==> config.mk <==
export PLATFORM = sky130hd
export DESIGN_NAME = cpe_mul
export DESIGN_NICKNAME = d
export VERILOG_FILES = /design/src/cpe_pkg.sv /design/src/cpe_mul.sv
export SDC_FILE = /design/constraint.sdc
export NUM_CORES = 2
export LEC_CHECK = 0
export BUFFER_PORTS_ARGS = -buffer_cell sky130_fd_sc_hd__buf_2
export CAP_MARGIN = 20
export CORE_MARGIN = 3
export CORE_UTILIZATION = 40
export CTS_BUF_LIST = sky130_fd_sc_hd__clkbuf_16
export DETAILED_ROUTE_END_ITERATION = 16
export GPL_ROUTABILITY_DRIVEN = 0
export HOLD_SLACK_MARGIN = 0.12
export PLACE_DENSITY = 0.67
export SETUP_SLACK_MARGIN = 0.2
export SLEW_MARGIN = 20
export SYNTH_ARGS = -nofsm -noshare
export SYNTH_HDL_FRONTEND = slang
export SYNTH_SLANG_ARGS = --single-unit
export TNS_END_PERCENT = 5
==> constraint.sdc <==
create_clock -name i_clk -period 13.3 [get_ports i_clk]
set_input_delay 0 -clock i_clk [delete_from_list [all_inputs] [get_ports i_clk]]
set_output_delay 0 -clock i_clk [all_outputs]
set_load 0.02 [all_outputs]
==> src/cpe_pkg.sv <==
// ----------------------------------------------------------------------------
// cpe_pkg
// Shared types and constants for the closest point on polygon edges block.
// ----------------------------------------------------------------------------
package cpe_pkg;

    localparam int unsigned CoordW = 31;
    localparam int unsigned DiffW  = 33;
    localparam int unsigned ProdW  = 2 * DiffW;
    localparam int unsigned FracW  = 32;

    // 0.01 unit^2 in raw^2 units, truncated
    localparam logic [63:0] ShortEdgeLimit = 64'd42949672;

    typedef logic signed [CoordW-1:0] t_coord;
    typedef logic signed [DiffW-1:0]  t_diff;
    typedef logic signed [ProdW-1:0]  t_prod;

    typedef enum logic [4:0] {
        ST_IDLE,
        ST_SUB,
        ST_MAX,
        ST_MAY,
        ST_MDX,
        ST_MDY,
        ST_NUM,
        ST_CHK,
        ST_DIV,
        ST_IX,
        ST_IY,
        ST_PY,
        ST_DX,
        ST_DY,
        ST_DIST
    } t_state;

endpackage

==> src/cpe_mul.sv <==
// ----------------------------------------------------------------------------
// cpe_mul
// Shared signed multiplier with a registered product.
// ----------------------------------------------------------------------------
module cpe_mul (
    input  logic                 i_clk,
    input  cpe_pkg::t_diff       i_a,
    input  cpe_pkg::t_diff       i_b,
    output cpe_pkg::t_prod       o_prod
);
    import cpe_pkg::*;

    t_prod r_prod;

    always_ff @(posedge i_clk) begin
        r_prod <= t_prod'(i_a) * t_prod'(i_b);
    end

    assign o_prod = r_prod;

endmodule

==> metrics <==
status complete, no violations; slew at the pin with the worst max-slew slack roughly 1.0 ns; share of cells above drive strength 1 under 10%; max incr delay on CP a little over 0.9 ns; crit path DAT 8.08 ns; Worst-path clk slew 0.07 ns; Worst Hold Depth 2; Post-Synth Adder-Cell Area roughly 63%; Max clock buf depth 2; critical-path maximum fanout 33; Rel. slew slack 31.3%; post-synthesis xor/xnor area fraction 1.46%; largest net degree at the start of global routing 34; Synth Area in Simple Gates 15.8%; hold slack 0.214 ns; row count 116; Startpoint Class input pin; crit path cell chain buf_2, nand2_1, inv_1, fa_1, fa_1, inv_1, fa_1, inv_1, fa_2, fa_1, fa_1, fa_1, inv_1, fa_1, inv_1, ha_1, and3_1, nand3_1, nand2b_1, nor2_1, a211oi_4, a21oi_2, nor4b_2, a311oi_1; Initial Util between 40 and 50%; syn nets just under 6000; remaining global-route overflow 0; Async SR Flop Fraction 0%; Synth cell types 80; H-Tree Depth 3; Max-Cap Viols 0; Chip Height 325 um; Post CTS Setup Buffer Count 0; EDFF count, synth 0; Crit path max-delay family adder cells; die area 106000 um2; CP most frequent cell fa_1; Final WS setup 5.49 ns; first-pass GRT wire length 175000 um; IO buf count 132; CTS-repair resized insts 0; Seq/Total Area, Yosys 3.24%; clock sink total 66; post-synthesis cell count around 4300; final antenna-violating net count 0; mux cell area share after synthesis 0%; Syn. warnings 0; CP Capture Type flip-flop; Final Slew Violations 0; syn_area_per_cell 9.39 um2; largest family of logic cells by synthesized area adder cells; clk root buf clkbuf_16; Post-synth top flop dfxtp_1; RSZ-0062 raised after global routing false; fin nets 5707; Via Count around 28000; Worst Hold Class input pin to flip-flop; crit path to o_prod[58]; TritonCTS Buffers 9; chip width 325 um; Critical path origin i_b[6]; drt drc 0; Compound-Gate Fraction of Synth Area 4.07%; Ports 133; maximum clock rate ~130 MHz; gr usage total a little over a fifth; DRT Wirelength 106000 um; Final Core Density a little over two fifths; Vias/cell 5.02; initial antenna violation count 4; dpl ws 4.73 ns; initial DRC count between 1500 and 2000; routed length per instance between 15 and 20 um; Hold Buf Count CTS 0; post-route setup TNS 0 ns; Critical Path Slowest Stage Cell fa_2; vias in the first global route 31900; Crit. path cell count 24; flops & latches, synth 66; Buffers & Inverters on Critical Path 6; final setup fails 0; final period utilization about three fifths; area grow syn2layout 4.83%; CP Class input pin to flip-flop; Final min period approximately 7.8 ns; CTS tree built; core area 101000 um2; WP data required 13.57 ns; post-DP HPWL 87100 um; Post-Syn Area 40700 um2; First-pass DRT Iterations 8; number of flip-flops in the largest register 66; final hold violations 0
-- layer usage --
| metal | track usage, % | wire length [um] | vias to the layer above |
|---|---|---|---|
| met4 | 6.93 | 3690 | 4 |
| met5 | 0 | 30 | - |
| met1 | 26.5 | 41300 | 14900 |
| met2 | 36.7 | 54100 | 963 |
| met3 | 3.65 | 6940 | 200 |
| li1 | - | - | 12200 |
-- cells in the mapped netlist, types with 7 or more instances --
library cell | n | share of area, %
fa_1 | 1145 | 56
inv_1 | 1131 | 10
and2_1 | 562 | 8.6
nand2_1 | 551 | 5.1
ha_1 | 217 | 6.7
clkbuf_1 | 208 | 1.9
nor2_1 | 68 | 0.63
dfxtp_1 | 66 | 3.2
a21oi_1 | 57 | 0.70
xnor2_1 | 43 | 0.92
a21o_1 | 36 | 0.66
nand3_1 | 25 | 0.31
o21ai_0 | 25 | 0.31
xor2_1 | 25 | 0.54
nand2b_1 | 12 | 0.18
buf_2 | 11 | 0.14
nand4_1 | 11 | 0.17
o21bai_1 | 11 | 0.20
a31oi_1 | 8 | 0.12
a211oi_1 | 7 | 0.13
nor3_1 | 7 | 0.086
-- area by class of cell --
class | count | area (um2)
tap | 1357 | 1700
sequential | 66 | 1320
clock buffer | 9 | 225
fill | 9864 | 57900
timing repair buffer | 150 | 796
multi-input combinational | 2920 | 34300
antenna | 2 | 5.00
clock inverter | 7 | 93.8
inverter | 1131 | 4250
-- through the flow --
step | area [um2] | instances
2_1_floorplan | 40700 | 4338
3_3_place_gp | 42400 | 5624
3_5_place_dp | 42400 | 5624
4_1_cts | 42700 | 5640
5_1_grt | 42700 | 5641
6_report | 42700 | 5642
-- layout by cell type (no fill, tap or decap), types with 3 or more instances in the layout --
cell type	n
xor2_1	25
o211ai_1	4
clkbuf_16	9
a21oi_2	3
xnor2_1	43
nor2b_1	5
buf_2	132
o21bai_1	11
a211o_1	6
a211oi_2	3
o21ai_0	25
nand2b_1	12
nand2_1	551
and2_1	562
dfxtp_1	66
and4_1	5
nor3_1	7
or3_1	3
o21ai_1	6
buf_4	18
nor2_1	68
a21oi_1	57
and3_1	5
a211oi_1	7
or2_2	3
a31oi_1	8
ha_1	217
nand3_1	25
fa_1	1144
o31ai_4	3
a21o_1	36
nand4_1	11
o21a_1	6
inv_1	1131
-- worst min path at each step --
stage / startpoint / endpoint
5_1_grt: i_b[0] / o_prod[0]
3_5_place_dp: o_prod[21] / o_prod[21]
4_1_cts: i_b[0] / o_prod[0]
2_1_floorplan: i_a[0] / o_prod[0]
3_3_place_gp: o_prod[20] / o_prod[20]
6_report: i_b[0] / o_prod[0]
-- logic make-up after synthesis --
kind of cell    Yosys count
flops                    66
simple gates           1271
fa+ha+maj              1362
buf+inv                1352
xor+xnor                 68
compound gates          219
Power is not shown: default switching activity piles up to over one toggle a cycle in this logic, so the estimate is an artifact.
