**src/cpe_pkg.sv**
```systemverilog
// ----------------------------------------------------------------------------
// cpe_pkg
// Shared types and constants for the closest point on polygon edges block.
// ----------------------------------------------------------------------------
package cpe_pkg;

    localparam int unsigned CoordW = 31;
    localparam int unsigned DiffW  = 33;
    localparam int unsigned ProdW  = 2 * DiffW;
    localparam int unsigned FracW  = 32;

    // 0.01 unit^2 in raw^2 units, truncated
    localparam logic [63:0] ShortEdgeLimit = 64'd42949672;

    typedef logic signed [CoordW-1:0] t_coord;
    typedef logic signed [DiffW-1:0]  t_diff;
    typedef logic signed [ProdW-1:0]  t_prod;

    typedef enum logic [4:0] {
        ST_IDLE,
        ST_SUB,
        ST_MAX,
        ST_MAY,
        ST_MDX,
        ST_MDY,
        ST_NUM,
        ST_CHK,
        ST_DIV,
        ST_IX,
        ST_IY,
        ST_PY,
        ST_DX,
        ST_DY,
        ST_DIST
    } t_state;

endpackage

```
**src/cpe_div.sv**
```systemverilog
// ----------------------------------------------------------------------------
// cpe_div
// Restoring divider, one quotient bit per cycle, 0.32 fraction of num/den.
// ----------------------------------------------------------------------------
module cpe_div (
    input  logic                          i_clk,
    input  logic                          i_rst_n,
    input  logic                          i_start,
    input  logic [63:0]                   i_num,
    input  logic [63:0]                   i_den,
    output logic                          o_done,
    output logic [cpe_pkg::FracW-1:0]     o_quot
);
    import cpe_pkg::*;

    logic [64:0]      r_rem;
    logic [63:0]      r_den;
    logic [FracW-1:0] r_quot;
    logic [5:0]       r_cnt;
    logic             r_busy;
    logic             r_done;
    logic [64:0]      shifted;
    logic             fits;

    assign shifted = {r_rem[63:0], 1'b0};
    assign fits    = shifted >= {1'b0, r_den};

    always_ff @(posedge i_clk) begin
        if (!i_rst_n) begin
            r_busy <= 1'b0;
            r_done <= 1'b0;
            r_cnt  <= '0;
        end else begin
            r_done <= 1'b0;
            if (i_start) begin
                r_busy <= 1'b1;
                r_cnt  <= '0;
            end else if (r_busy) begin
                r_cnt <= r_cnt + 6'd1;
                if (r_cnt == 6'(FracW - 1)) begin
                    r_busy <= 1'b0;
                    r_done <= 1'b1;
                end
            end
        end
    end

    always_ff @(posedge i_clk) begin
        if (i_start) begin
            r_rem  <= {1'b0, i_num};
            r_den  <= i_den;
            r_quot <= '0;
        end else if (r_busy) begin
            r_rem  <= fits ? (shifted - {1'b0, r_den}) : shifted;
            r_quot <= {r_quot[FracW-2:0], fits};
        end
    end

    assign o_done = r_done;
    assign o_quot = r_quot;

    a_start_idle: assert property (@(posedge i_clk) disable iff (!i_rst_n)
        i_start |-> !r_busy) else $error("divider restarted while busy");
    a_done_once: assert property (@(posedge i_clk) disable iff (!i_rst_n)
        r_done |=> !r_done) else $error("done held more than one cycle");
    a_done_idle: assert property (@(posedge i_clk) disable iff (!i_rst_n)
        r_done |-> !r_busy) else $error("done while busy");

endmodule

```
**config.mk**
```make
export PLATFORM = sky130hd
export DESIGN_NAME = cpe_div
export DESIGN_NICKNAME = d
export VERILOG_FILES = /design/src/cpe_pkg.sv /design/src/cpe_div.sv
export SDC_FILE = /design/constraint.sdc
export NUM_CORES = 1
export LEC_CHECK = 0
export ABC_AREA = 1
export BUFFER_PORTS_ARGS = -buffer_cell sky130_fd_sc_hd__buf_2
export CAP_MARGIN = 20
export CORE_MARGIN = 5
export CORE_UTILIZATION = 57
export CTS_BUF_LIST = sky130_fd_sc_hd__clkbuf_8
export DETAILED_ROUTE_END_ITERATION = 7
export HOLD_SLACK_MARGIN = 0.15
export PLACE_DENSITY = 0.79
export SLEW_MARGIN = 0
export SYNTH_ARGS = -nofsm -noshare
export SYNTH_HDL_FRONTEND = slang
export SYNTH_SLANG_ARGS = --single-unit
```
**constraint.sdc**
```tcl
create_clock -name i_clk -period 4.7 [get_ports i_clk]
set_input_delay 0.94 -clock i_clk [delete_from_list [all_inputs] [get_ports i_clk]]
set_output_delay 0.94 -clock i_clk [all_outputs]
set_load 0.01 [all_outputs]
```
==> flow_summary.toml <==
[clock_network]
cts_root_buf = "clkbuf_8"
max-clock-path-buffers = 2
clock_latency_ns = 0.50
h-tree-depth = 4
cts_tree = "built"
clk_pin_slew_ns = 0.12
numCtsBuffers = 17
cts.sinks = 168
post_cts_buffers = 0
hold_buffers = 0
post_cts_resize_count = 0

[floorplan]
die-height_um = 161
fp.dieW_um = 161
num_io_pins = 164
coreArea_sq_um = 22600
rows = 55
start_util_pct = 57.8
die_area_sq_um = 26000

[setup_path]
end_kind = "flip-flop"
crit_type = "reg2reg"
crit_buf_inv = 1
path_max_fanout = 64
reg2reg_slack_ns = 1.20
worstPathRequired_ns = 4.95
startpoint_type = "flip-flop"
cp_slowest_stage_delay_ns = 0.45
r2r-end = "r_rem[6]$_DFFE_PP_"
ff2ff_path_depth = 15
reg2reg_from = "r_rem[6]$_DFFE_PP_"
critPathSlowestCell = "buf_4"
crit_chain = "ha_1 -> nand2_1 -> nor2_1 -> nand3_1 -> nand3_2 -> nand2_1 -> nand2_2 -> nand2_2 -> nand2_2 -> nand2_4 -> nand2_2 -> buf_4 -> nand2_1 -> nand3_1 -> nand2_1"
cp_top_family = "simple AND/OR/NAND/NOR gates"
arrival_ns = 3.75

[final_layout]
instances_no_fill = 2441
mostFrequentLayoutCells = "nand2_1 (777), inv_1 (426), buf_2 (162), edfxtp_1 (128), nand3_1 (125)"
nFillCells = 2120
layout-drive-gt1-share_pct = 11.0
final_common_cell = "nand2_1"
synthToLayoutAreaGrowth_pct = 11.4
diodes = 0
nets = 2340

[min_path]
worst_hold_path_type = "reg2reg"
hold_path.startpoint = "o_quot[6]$_SDFFE_PP0P_"
hold_end = "o_quot[6]$_SDFFE_PP0P_"
hold_depth = 2

[sta]
finalSetupTns_ns = 0
tightest_slew_ns = 1.08
period_needed_ns = 3.50
fin_skew_ns = 0.0352
setup_viol = 0
rsz0062_at_grt = "false"
fin_crit_sh_pct = 74.4
drv_slew = 0
max_slew_margin_pct = 28.1
hold_viol = 0
setup_ws_ns = 1.20
max_clock_freq_ghz = 0.286

[routing]
drt_iter0_drc = 1172
drtAntennaViolNets = 0
wirelength_um = 40800
wl_per_cell_um = 16.7
first_pass_iters = 8
viasPerCell = 5.20
num_vias = 12700
route.detailed.drc = 0

[placement]
placed_cells = 2409
hpwl_um = 32300
place_congestion = 1.02
portBuffers = 163
place_worst_setup_slack_ns = 1.25

[run_status]
status = "complete, no violations"

[global_route]
grt_pass1_vias = 12300
grt_pass1_wl_um = 64400
grt_max_degree = 76
antenna_found_initial = 0
overflow = 0
grtUsageTotal_pct = 31.4

[synthesis]
synth_top_area_share_pct = 29.4
ys_ff_latch = 168
seq_area_frac_synth_pct = 35.6
ys_warn_count = 0
synth.largest_area_cell = "edfxtp_1"
synthTopCellsByArea = "edfxtp_1 (29%), nand2_1 (22%), inv_1 (12%), ha_1 (6.2%), dfxtp_1 (6.1%)"
synthesis.area_sq_um = 13100
synth_cell_type_count = 37
netlist_instances = 1992
synth_fp_nets = 2189
avgSynthCellArea_sq_um = 6.55

[power]
p_sw_share_pct = 46.5
leakage_nw = 8.02
comb_power_share_pct = 48.9
p_total_mw = 6.04
switchingPower_mw = 2.81
power.density_nw_per_um2 = 416
max-vdd-ir-drop_v = 0.000272
power.internal_mw = 3.23
clkPwrFrac_pct = 19.3
pwr-share-seq_pct = 31.8

[flow_run]
cap_violations = 0
how the worst max path moves through the flow:
stage                              startpoint  cells after the start  slack [ns]             endpoint
after global placement    r_rem[30]$_DFFE_PP_                     15        1.31  r_rem[51]$_DFFE_PP_
after CTS                  r_rem[6]$_DFFE_PP_                     15        1.23   r_rem[6]$_DFFE_PP_
after global routing       r_rem[5]$_DFFE_PP_                     15        0.99   r_rem[6]$_DFFE_PP_
after detailed placement   r_rem[6]$_DFFE_PP_                     15        1.25   r_rem[6]$_DFFE_PP_
final                      r_rem[6]$_DFFE_PP_                     15        1.20   r_rem[6]$_DFFE_PP_
after floorplan                       i_start                      3        1.14   r_rem[0]$_DFFE_PP_
stage by stage:
stage | instance area [sq um] | hold WS, ns | utilization (%)
after global routing | 14500 | 0.520 | 64.4
after global placement | 14100 | 0.466 | 62.5
after CTS | 14500 | 0.495 | 64.4
after detailed placement | 14100 | 0.478 | 62.5
after floorplan | 13100 | 0.469 | -
final | 14500 | 0.495 | 64.4
power groups by stage:
stage	registers, mW	clock network [mW]	logic (mW)
after global placement	1.94	0	2.84
after CTS	1.92	1.18	2.90
after detailed placement	1.95	0	2.88
after floorplan	1.92	0	2.09
after global routing	1.94	1.25	3.29
final	1.92	1.17	2.95
sequential cells by signal, indices dropped and copies added, names as in the netlist:
name,cells
r_den,64
r_cnt,6
r_busy,1
r_rem,64
o_quot,32
o_done,1
Yosys cell counts, drive strengths merged:
cell type  number
nand3         127
clkbuf         25
nor3b           1
dfxtp          40
and2            5
nor2          116
fa              1
o21ai          19
nand4          18
o21bai          9
nor4            1
xnor2          30
nand3b         62
ha             65
nand2         785
a21oi          52
nor3           17
o211ai          1
o22ai          30
a31oi           1
xor2            3
or2             2
inv           439
edfxtp        128
buf            14
o21a            1
worst min-delay path, stage by stage, from the launching register on:
cell,delay [ns]
dfxtp_1,0.33
inv_1,0.06
o22ai_1,0.07
logic make-up after synthesis:
logic type | synth area share [%]
AO/OA/AOI/OAI | 4.84
AND/OR/NAND/NOR | 36.8
buffers and inverters | 14.1
XOR/XNOR | 2.21
flip-flops | 35.6
adder cells (fa/ha/maj) | 6.38
layer usage:
layer	global-route usage (%)	vias to the layer above	share of wire (%)	routed length, um
met2	50.5	530	44	18000
met1	43.0	5670	44	18100
met5	0	-	0	0
li1	-	6430	-	-
met4	8.69	0	2.5	1000
met3	7.02	54	9.1	3700
cell type report:
class                           instances  area (sq um)  area share (%)
Sequential cell                       168          4640            32.0
Clock inverter                         15           204            1.40
Clock buffer                           17           234            1.61
Multi-Input combinational cell       1346          6570            45.2
Timing Repair Buffer                  171           878            6.04
Tap cell                              285           357            2.45
Inverter                              439          1650            11.3
Note: power is estimated with default switching activity, not from simulation.
